### config.mk
export PLATFORM = sky130hd
export DESIGN_NAME = hashed_distinct_count_estimator_top
export DESIGN_NICKNAME = d
export VERILOG_FILES = /design/src/design/hdce_pkg.sv /design/src/design/hashed_distinct_count_estimator_top.sv /design/src/design/hdce_ctrl.sv /design/src/design/hdce_datapath.sv
export SDC_FILE = /design/constraint.sdc
export NUM_CORES = 2
export LEC_CHECK = 0
export BUFFER_PORTS_ARGS = -buffer_cell sky130_fd_sc_hd__buf_2
export CAP_MARGIN = 20
export CORE_MARGIN = 10
export CORE_UTILIZATION = 50
export CTS_CLUSTER_DIAMETER = 100
export DETAILED_ROUTE_END_ITERATION = 8
export PLACE_DENSITY = 0.65
export SLEW_MARGIN = 20
export SYNTH_ARGS = -nofsm -noshare
export SYNTH_HDL_FRONTEND = slang
export SYNTH_SLANG_ARGS = --single-unit
### constraint.sdc
create_clock -name clk -period 6.4 [get_ports clk]
set_input_delay 0.96 -clock clk [delete_from_list [all_inputs] [get_ports clk]]
set_output_delay 0.96 -clock clk [all_outputs]
set_load 0.01 [all_outputs]
### src/design/hdce_pkg.sv
`timescale 1ns / 1ps

package hdce_pkg;

  localparam int BUCKET_COUNT = 4093;
  localparam int BUCKET_W = $clog2(BUCKET_COUNT);
  localparam int ROW_BITS = 32;
  localparam int BIT_IDX_W = $clog2(ROW_BITS);
  localparam int ROW_COUNT = (BUCKET_COUNT + ROW_BITS - 1) / ROW_BITS;
  localparam int ROW_IDX_W = $clog2(ROW_COUNT);

  localparam int COORD_W = 32;
  localparam int EST_W = 12;
  localparam int COUNT_MAX = (1 << EST_W) - 1;

  // Folding constants: 2^12 is congruent to FOLD_K modulo the bucket count.
  localparam int FOLD_K = (1 << BUCKET_W) - BUCKET_COUNT;
  localparam int FOLD_K2 = FOLD_K * FOLD_K;
  localparam int WRAP_REM = (FOLD_K2 * (1 << (COORD_W - 2 * BUCKET_W))) % BUCKET_COUNT;
  localparam int NEG_ADJ = BUCKET_COUNT - WRAP_REM;
  localparam int FOLD_W = 15;
  localparam int RED_W = 13;

  localparam int ADDR_W = 3;
  localparam int DATA_W = 32;

  typedef struct packed {
    logic clear_step;
    logic load;
    logic fold;
    logic reduce;
    logic read;
    logic update;
  } cmd_t;

  typedef struct packed {
    logic clear_last;
    logic last_item;
  } status_t;

endpackage

### src/design/hashed_distinct_count_estimator_top.sv
`timescale 1ns / 1ps

// Distinct-value estimator for a stream of 2D points using a hashed occupancy bitmap.
// Points arrive as command beats: a beat is taken at a clock edge where start is high
// and busy is low. The coordinate selected by the use_y_coordinate register (APB
// address 0, bit 0) is reduced modulo 4093 and marks one bucket of the bitmap.
// Each point passes through the accepting cycle, the fold and reduce folding states,
// a bitmap read and a read-modify-write. busy is low again in the cycle after the
// read-modify-write unless last_point was set, so the block never holds two points.
// A point flagged with last_point produces one result: done is high for exactly one
// cycle, registered from the read-modify-write, with distinct_estimate holding
// the count of buckets first occupied during the run. The receiver cannot stall and
// must take the beat in that cycle. After the result the bitmap is cleared one
// 32-bit row per cycle, all 128 rows, with busy held high. The same clearing pass runs
// after reset, so busy stays high once rst falls until that pass ends. Reset also
// returns use_y_coordinate to zero. Register writes are taken at any time.

module hashed_distinct_count_estimator_top (
  input  logic                                clk,
  input  logic                                rst,
  input  logic                                start,
  output logic                                busy,
  input  logic signed [hdce_pkg::COORD_W-1:0] x_value,
  input  logic signed [hdce_pkg::COORD_W-1:0] y_value,
  input  logic                                last_point,
  output logic                                done,
  output logic [hdce_pkg::EST_W-1:0]          distinct_estimate,
  input  logic                                psel,
  input  logic                                penable,
  input  logic                                pwrite,
  input  logic [hdce_pkg::ADDR_W-1:0]         paddr,
  input  logic [hdce_pkg::DATA_W-1:0]         pwdata,
  output logic [hdce_pkg::DATA_W-1:0]         prdata,
  output logic                                pready
);
  import hdce_pkg::*;

  cmd_t    cmd;
  status_t status;
  logic    use_y_coordinate;
  logic    reg_sel;

  assign pready  = 1'b1;
  assign reg_sel = (paddr[ADDR_W-1] == 1'b0);

  always_ff @(posedge clk) begin
    if (rst) begin
      use_y_coordinate <= 1'b0;
    end else if (psel && penable && pwrite && pready && reg_sel) begin
      use_y_coordinate <= pwdata[0];
    end
  end

  assign prdata = reg_sel ? {{(DATA_W-1){1'b0}}, use_y_coordinate} : '0;

  hdce_ctrl u_ctrl (
    .clk    (clk),
    .rst    (rst),
    .start  (start),
    .status (status),
    .cmd    (cmd),
    .busy   (busy)
  );

  hdce_datapath u_datapath (
    .clk               (clk),
    .rst               (rst),
    .cmd               (cmd),
    .use_y_coordinate  (use_y_coordinate),
    .x_value           (x_value),
    .y_value           (y_value),
    .last_point        (last_point),
    .status            (status),
    .done              (done),
    .distinct_estimate (distinct_estimate)
  );

endmodule

### src/design/hdce_ctrl.sv
`timescale 1ns / 1ps

module hdce_ctrl (
  input  logic             clk,
  input  logic             rst,
  input  logic             start,
  input  hdce_pkg::status_t status,
  output hdce_pkg::cmd_t    cmd,
  output logic             busy
);
  import hdce_pkg::*;

  typedef enum logic [2:0] {
    ST_CLEAR,
    ST_IDLE,
    ST_FOLD,
    ST_REDUCE,
    ST_READ,
    ST_UPDATE
  } state_t;

  state_t state;

  always_ff @(posedge clk) begin
    if (rst) begin
      state <= ST_CLEAR;
    end else begin
      unique case (state)
        ST_CLEAR: begin
          if (status.clear_last) begin
            state <= ST_IDLE;
          end
        end
        ST_IDLE: begin
          if (start) begin
            state <= ST_FOLD;
          end
        end
        ST_FOLD:   state <= ST_REDUCE;
        ST_REDUCE: state <= ST_READ;
        ST_READ:   state <= ST_UPDATE;
        ST_UPDATE: begin
          state <= status.last_item ? ST_CLEAR : ST_IDLE;
        end
        default:   state <= ST_CLEAR;
      endcase
    end
  end

  always_comb begin
    cmd = '0;
    unique case (state)
      ST_CLEAR:  cmd.clear_step = 1'b1;
      ST_IDLE:   cmd.load = start;
      ST_FOLD:   cmd.fold = 1'b1;
      ST_REDUCE: cmd.reduce = 1'b1;
      ST_READ:   cmd.read = 1'b1;
      ST_UPDATE: cmd.update = 1'b1;
      default:   cmd = '0;
    endcase
  end

  assign busy = (state != ST_IDLE);

endmodule

### src/design/hdce_datapath.sv
`timescale 1ns / 1ps

module hdce_datapath (
  input  logic                                  clk,
  input  logic                                  rst,
  input  hdce_pkg::cmd_t                        cmd,
  input  logic                                  use_y_coordinate,
  input  logic signed [hdce_pkg::COORD_W-1:0]   x_value,
  input  logic signed [hdce_pkg::COORD_W-1:0]   y_value,
  input  logic                                  last_point,
  output hdce_pkg::status_t                     status,
  output logic                                  done,
  output logic [hdce_pkg::EST_W-1:0]            distinct_estimate
);
  import hdce_pkg::*;

  logic [COORD_W-1:0]   coord;
  logic                 last_q;
  logic [FOLD_W-1:0]    fold_sum;
  logic [FOLD_W-1:0]    fold_next;
  logic [RED_W-1:0]     red_sum;
  logic [BUCKET_W-1:0]  bucket;
  logic [BUCKET_W-1:0]  bucket_next;
  logic [ROW_BITS-1:0]  rd_row;
  logic [ROW_BITS-1:0]  bit_mask;
  logic [ROW_IDX_W-1:0] clr_row;
  logic [EST_W-1:0]     count;
  logic [EST_W-1:0]     count_next;
  logic                 was_empty;

  logic [ROW_BITS-1:0]  mem [ROW_COUNT];
  logic                 mem_we;
  logic [ROW_IDX_W-1:0] mem_waddr;
  logic [ROW_BITS-1:0]  mem_wdata;
  logic [ROW_IDX_W-1:0] bucket_row;

  // A negative coordinate is its unsigned pattern minus 2^32; NEG_ADJ folds that term in.
  assign fold_next = FOLD_W'(coord[31:24]) * FOLD_W'(FOLD_K2)
                   + FOLD_W'(coord[23:12]) * FOLD_W'(FOLD_K)
                   + FOLD_W'(coord[11:0])
                   + (coord[31] ? FOLD_W'(NEG_ADJ) : FOLD_W'(0));

  assign red_sum = RED_W'(fold_sum[FOLD_W-1:BUCKET_W]) * RED_W'(FOLD_K)
                 + RED_W'(fold_sum[BUCKET_W-1:0]);

  assign bucket_next = (red_sum >= RED_W'(BUCKET_COUNT))
                     ? BUCKET_W'(red_sum - RED_W'(BUCKET_COUNT))
                     : BUCKET_W'(red_sum);

  assign bucket_row = bucket[BUCKET_W-1:BIT_IDX_W];
  assign bit_mask   = ROW_BITS'(1) << bucket[BIT_IDX_W-1:0];
  assign was_empty  = ~|(rd_row & bit_mask);
  assign count_next = (was_empty && (count != EST_W'(COUNT_MAX))) ? count + EST_W'(1) : count;

  assign mem_we    = cmd.clear_step | cmd.update;
  assign mem_waddr = cmd.clear_step ? clr_row : bucket_row;
  assign mem_wdata = cmd.clear_step ? '0 : (rd_row | bit_mask);

  always_ff @(posedge clk) begin
    if (mem_we) begin
      mem[mem_waddr] <= mem_wdata;
    end
    if (cmd.read) begin
      rd_row <= mem[bucket_row];
    end
  end

  always_ff @(posedge clk) begin
    if (cmd.load) begin
      coord  <= use_y_coordinate ? y_value : x_value;
      last_q <= last_point;
    end
    if (cmd.fold) begin
      fold_sum <= fold_next;
    end
    if (cmd.reduce) begin
      bucket <= bucket_next;
    end
    if (cmd.update && last_q) begin
      distinct_estimate <= count_next;
    end
  end

  always_ff @(posedge clk) begin
    if (rst) begin
      clr_row <= '0;
      count   <= '0;
      done    <= 1'b0;
    end else begin
      done <= cmd.update & last_q;
      if (cmd.clear_step) begin
        clr_row <= clr_row + ROW_IDX_W'(1);
        count   <= '0;
      end
      if (cmd.update) begin
        count <= count_next;
      end
    end
  end

  assign status.clear_last = (clr_row == ROW_IDX_W'(ROW_COUNT - 1));
  assign status.last_item  = last_q;

endmodule

# [Word level (Yosys, flattened, before mapping)]
# Memory sizes are Yosys's and may differ from the RTL's. A register that Yosys moved wholly into a read port is not among the register bits.
# Index checks and enable logic that the tools add are counted.
[classes] n_shift=1 mul=3 eq_ne=10 bitwise_logic=5 n_lt_le_gt_ge=1 mux=21 n_addsub=7 n_reduce_logical=10
[op_table] operator="$mux 32" count=2
[op_table] operator="$mux 12" count=4
[op_table] operator="$and 32x32->32" count=1
[op_table] operator="$or 32x32->32" count=1
[op_table] operator="$reduce_or 32->1" count=1
[op_table] operator="$shl 1x5->32 const A" count=1
[op_table] operator="$pmux 3 s6" count=1
[op_table] operator="$add 12x14->15" count=1
[op_table] operator="$add 15x12->15" count=1
[op_table] operator="$add 15x15->15" count=1
[op_table] operator="$mul 12x2->14 const B" count=1
[op_table] operator="$add 5x12->13" count=1
[op_table] operator="$ge 13x12->1 const B" count=1
[op_table] operator="$add 12x1->12 const B" count=1
[op_table] operator="$mul 8x4->12 const B" count=1
[op_table] operator="$ne 12x12->1 const B" count=1
[op_table] operator="$sub 12x12->12 const B" count=1
[op_table] operator="$mux 11" count=1
[op_table] operator="$mux 1" count=10
[op_table] operator="$add 7x1->7 const B" count=1
[op_table] operator="$eq 7x7->1 const B" count=1
[op_table] operator="$mux 7" count=1
[op_table] operator="$eq 3x2->1 const B" count=2
[op_table] operator="$eq 3x3->1 const B" count=2
[op_table] operator="other kinds (13)" count=19
[totals] wordCells=69 ram_bits=4096 inputBits=106 output_inout_bits=47 n_memories=1 register_bits=96
[memory_table] name="u_datapath.mem" depth=128 width=32 read_ports=1 rd_clocked_by_memory_dff=1 write_ports=1 line="hdce_datapath.sv:31" rtl="logic [ROW_BITS-1:0] mem [ROW_COUNT];"

# [Longest topological paths before layout]
[logic_depth] word_depth=7 depth_mapped=16 mapped_depth_nobuf=16

# [By module]
# Synthesis repeated with hierarchy kept, for this count alone.
[hier_totals] hier_cells=7169 hier_area_um2=164116.2
[modules_own_cells] mod="hdce_datapath" n_inst=1 area_per_inst_um2=163595.7 cells_per_inst=7104 seq_area_each_um2=126521.3
[modules_own_cells] mod="hashed_distinct_count_estimator_top" n_inst=1 area_per_inst_um2=309.0 cells_per_inst=40 seq_area_each_um2=20.0
[modules_own_cells] mod="hdce_ctrl" n_inst=1 area_per_inst_um2=211.5 cells_per_inst=25 seq_area_each_um2=60.1

# [Worst setup path after synthesis]
# Ideal clock, no wire load.
[synth_path] kind="reg2reg" startpoint="reg u_ctrl.state[0]" endpoint="mem u_datapath.mem[0][16], data pin" t_required_ns=5.603 slack_ns=1.244 arrival_ns=4.359 path_stages_with_launch=7 setup_ns=0.797 n_path_buf=4 period_less_slack_ns=5.156 path_cell_list="dfxtp_1 clkbuf_1 nor3_1 clkbuf_1 buf_1 buf_1 nor2_1"
[synth_via] elab_chain_cells=3
[synth_rtl] element="from (decl)" line="hdce_ctrl.sv:22" rtl="state_t state;"
[synth_rtl] element="from (signal assigned)" line="hdce_ctrl.sv:43" rtl="state <= status.last_item ? ST_CLEAR : ST_IDLE;"
[synth_rtl] element="$logic_not 3->1" line="hdce_ctrl.sv:52" rtl="unique case (state)"
[synth_rtl] element="$mux 1" line="hdce_ctrl.sv:52"
[synth_rtl] element="$mux 32" line="hdce_datapath.sv:57" rtl="assign mem_wdata = cmd.clear_step ? '0 : (rd_row | bit_mask);"
[synth_rtl] element="named net u_datapath.mem_wdata[16]" line="hdce_datapath.sv:34" rtl="logic [ROW_BITS-1:0] mem_wdata;"
[synth_rtl] element="to (decl)" line="hdce_datapath.sv:31"
# The timed path passes the listed nets, and every way through them passes these cells.

# [Worst setup path after layout]
[layout_path] startpoint="reg u_ctrl.state[0]" endpoint="mem u_datapath.mem[48][28], enable pin"
[layout_via] elab_chain_cells=5 elab_cells_between_ends=8 cone_classes="eq/ne (1); mux (5); bitwise (1); reduce/logical (1)"
[layout_rtl] element="$eq 3x3->1 / $logic_not 3->1 (equally long branches)" line="hdce_ctrl.sv:52"
[layout_rtl] element="$mux 1" line="hdce_ctrl.sv:52"
[layout_rtl] element="$or 1x1->1" line="hdce_datapath.sv:55" rtl="assign mem_we = cmd.clear_step | cmd.update;"
[layout_rtl] element="$mux 1" line="hdce_datapath.sv:60" rtl="if (mem_we) begin"
[layout_rtl] element="$mux 1 (not written as such)" line="hdce_datapath.sv:61" rtl="mem[mem_waddr] <= mem_wdata;"
# Parallel ways exist; a longest one is shown, timed or not.

==> implementation parameters <==
Parameter                              Value

Outcome
  Outcome ... complete, no violations

Clock network
  Post-cts gate resize count ... 0
  H-Tree Depth ... 5
  Cts hold-fix bufs ... 0
  Clock Pin Slew Worst Setup and Hold Paths ... 0.06 ns
  CTS Buf Count ... 425
  Clock net sink count ... 4,224
  Total setup buffers inserted after CTS ... 0
  TritonCTS clock tree ... yes
  Cell at the root of the clock tree ... clkbuf_16
  Maximum clock path buffer count ... 4
  Clock latency at the later pin of the worst-skew pair ... 1.00 ns

Drt
  Detailed router's first-iteration violation count ... 9,478
  Overall via count from detail_route ... 79,100
  Drt drc ... 0
  Overall routed net length ... 413 mm
  Number of search-and-repair iterations in the first detailed-routing pass ... 5
  Remaining antenna violation count after routing ... 0
  Routed wire per std cell ... 33.0 µm
  Number of vias per cell after detailed routing ... 6.32

Logic synthesis
  Synthesized netlist cell count ... 7,339
  Compound-cell area share of the yosys netlist ... 1.58%
  Cell types occupying the most area after synthesis ... edfxtp_1 76%, mux4_2 16%, mux2i_1 0.83%, mux2_2 0.70%, fa_1 0.46%
  Synthesized area ... 165,000 µm²
  Top FF cell, synth ... edfxtp_1
  Flops & latches, synth ... 4,224
  Largest family of logic cells by synthesized area ... multiplexers
  Seq/Total Area, Yosys ... 76.8%
  Async set or reset register ratio after synthesis ... 0%
  Cell taking the most area after synthesis ... edfxtp_1
  Number of synthesized flops with an enable pin ... 4,200
  Syn. warnings ... 0
  Area fraction in and, or, nand and nor cells after synthesis ... 1.68%
  Count of unique library cells instantiated by Yosys ... 66
  Adder and majority cell fraction of the synthesized area ... 0.818%
  Post-Synth XOR/XNOR Area ... 0.191%
  Top cell type's share of synthesized area ... 76.5%
  Average instance area after synthesis ... 22.5 µm²
  Multiplexer fraction of the synthesized cell area ... 17.3%

Worst setup path
  Reg-to-Reg End ... u_datapath.mem[48][28]
  Critical-path maximum fanout ... 20
  Sort of element at the end of the critical path ... flop
  Worst Setup Path Type ... flop to flop
  Worst reg-to-reg setup slack ... 1.55 ns
  Cell count along the critical path ... 6
  Worst endpoint data arrival time ... 5.46 ns
  Setup crit start kind ... flop
  Crit path largest cell delay ... 0.96 ns
  Required arrival time at the worst endpoint ... 7.01 ns
  Family with the most delay on the worst path ... simple AND/OR/NAND/NOR gates
  Buffering stage count on the worst path with inverters included ... 1
  Slowest stage cell, crit path ... or3_2
  Worst reg-to-reg path cell count ... 6
  Critical-path cell list ... or3_1 > mux2i_1 > nand2b_1 > or3_2 > nor2_4 > buf_4
  Startpoint of the most critical register-to-register path ... u_ctrl.state[0]

Die
  X dimension of the die ... 594 µm
  Initial cell density of the core ... 50.3%
  Top-Level Pins ... 153
  Die Y ... 594 µm
  Core Box Area ... 328,000 µm²
  Die Area ... 353,000 µm²
  Standard-cell row count ... 210

STA
  Highest attainable clock frequency ... 0.206 GHz
  RSZ-0062 raised after global routing ... false
  Setup total negative slack ... 0 ns
  Fin. Hold Viols ... 0
  Rel. slew slack ... 13.0%
  Final count of pins violating max slew ... 0
  Skew final ... 0.0874 ns
  Minimum period implied by the final worst setup slack ... 4.85 ns
  Measured slew at the worst slew-check pin ... 1.30 ns
  Portion of the clock cycle consumed by the worst path in the final layout ... 75.8%
  Setup violations, final ... 0

Final layout
  Share of post-route cells with drive strength above 1 ... 30.5%
  Number of filler cells placed in the layout ... 23,600
  Leading cell types in the layout, fill and taps excluded ... 4,200 x edfxtp_1, 1,152 x mux4_2, 428 x clkbuf_16
  Number of nets in the finished design ... 8,011
  Register cell area after layout ... 127,000 µm²
  Area used by multi-input combinational logic ... 37,100 µm²
  Most common cell after layout, fill and taps aside ... edfxtp_1
  Layout area overhead ... 13.5%

Job
  Number of maximum-capacitance constraint violations ... 0

Global routing
  Global-route usage over all layers ... 22.9%
  Largest net degree at the start of global routing ... 142
  Wire length of the first global-routing pass ... 588 mm
  Number of global-route vias before repair ... 80,000
  Leftover overflow at the end of global routing ... 0
  Initial antenna violation count ... 29

Pwr
  P per Cell Area ... 291 nW/µm²
  Standby leakage power ... 60.0 nW
  Peak VDD IR ... 0.000251 V
  Overall power after layout ... 54.5 mW

Min path
  Class of the worst hold path ... input pin to flop
  Startpoint of the worst hold path ... last_point
  Worst Hold Path EP ... u_datapath.last_q
  Hold Path Depth ... 1

Placement
  Number of buffers added on ports ... 87
  Post-DP HPWL ... 236 mm
  Routability congestion estimate ... 0.870
routing by layer:
metal	up-vias	part of all wire, %	track usage, %
met2	3929	47	35.8
met4	10	3.9	8.04
li1	31800	-	-
met5	-	0.026	0
met1	42700	39	32.2
met3	711	9.4	4.88
cell type report:
type	count	share of cell area (%)
tap	4346	2.90
sequential	4224	67.6
antenna	8	0.0107
timing repair buffer	440	1.98
multi-input combinational	2501	19.8
clock buffer	516	5.90
inverter	228	0.457
clock inverter	257	1.33
flip-flops by register name, indices dropped and copies added (netlist names), 3 cells and up:
register                      count
u_datapath.bucket                12
u_datapath.count                 12
u_ctrl.state                      3
u_datapath.mem                 4096
u_datapath.coord                 32
u_datapath.fold_sum              15
u_datapath.clr_row                7
u_datapath.rd_row                32
u_datapath.distinct_estimate     12
how the worst max path moves through the flow:
stage | to | startpoint | slack, ns
final | u_datapath.mem[48][28] | u_ctrl.state[0] | 1.55
after global routing | u_datapath.mem[40][5] | u_ctrl.state[0] | 1.41
after CTS | u_datapath.mem[112][1] | u_ctrl.state[0] | 1.62
after detailed placement | u_datapath.mem[112][1] | u_ctrl.state[0] | 1.66
after global placement | u_datapath.rd_row[11] | u_datapath.bucket[5] | 1.53
after floorplan | u_datapath.mem[0][16] | u_ctrl.state[0] | 1.24
metrics by stage:
step           area, µm²  instances  utilization, %  hold WS, ns  worst slack, ns
2_1_floorplan     165000       7369               -        0.454             1.24
3_3_place_gp      173000      11700            52.8        0.493             1.53
3_5_place_dp      174000      11700            52.9        0.511             1.66
4_1_cts           187000      12500            57.0        0.138             1.62
5_1_grt           187000      12500            57.1        0.153             1.41
6_report          187000      12500            57.1        0.205             1.55
power by group:
group          internal (mW)  leakage, nW  total [mW]  switching (mW)
Sequential              30.0         39.1        30.1          0.0206
Combinational         0.0836         14.3       0.264           0.180
Clock                   13.7         6.58        24.2            10.5
cell families after synthesis:
logic type | after synthesis
AOI/OAI and AO/OA | 387
xor gates and xnor gates | 36
adders and majority gates | 85
buffers and inverters | 644
DFF | 4224
muxes | 1392
other | 2
and+or+nand+nor | 569
cell usage after synthesis (10+ instances only):
| cell type | count |
|---|---|
| and3_1 | 13 |
| nor2_1 | 202 |
| xor2_1 | 18 |
| dfxtp_1 | 24 |
| a2111oi_0 | 64 |
| mux2i_1 | 136 |
| clkinv_1 | 67 |
| fa_1 | 38 |
| buf_1 | 64 |
| or4_1 | 34 |
| o211ai_1 | 10 |
| xnor2_1 | 18 |
| a211oi_1 | 68 |
| buf_4 | 56 |
| buf_2 | 101 |
| o21ai_0 | 87 |
| nor3_1 | 19 |
| nand3b_1 | 13 |
| ha_1 | 47 |
| edfxtp_1 | 4200 |
| nor2b_1 | 78 |
| mux2_2 | 103 |
| nand3_1 | 22 |
| nand2_1 | 128 |
| o22ai_1 | 65 |
| a21oi_1 | 48 |
| inv_1 | 161 |
| clkbuf_1 | 189 |
| mux4_2 | 1152 |
(Power assumes the default switching activity.)
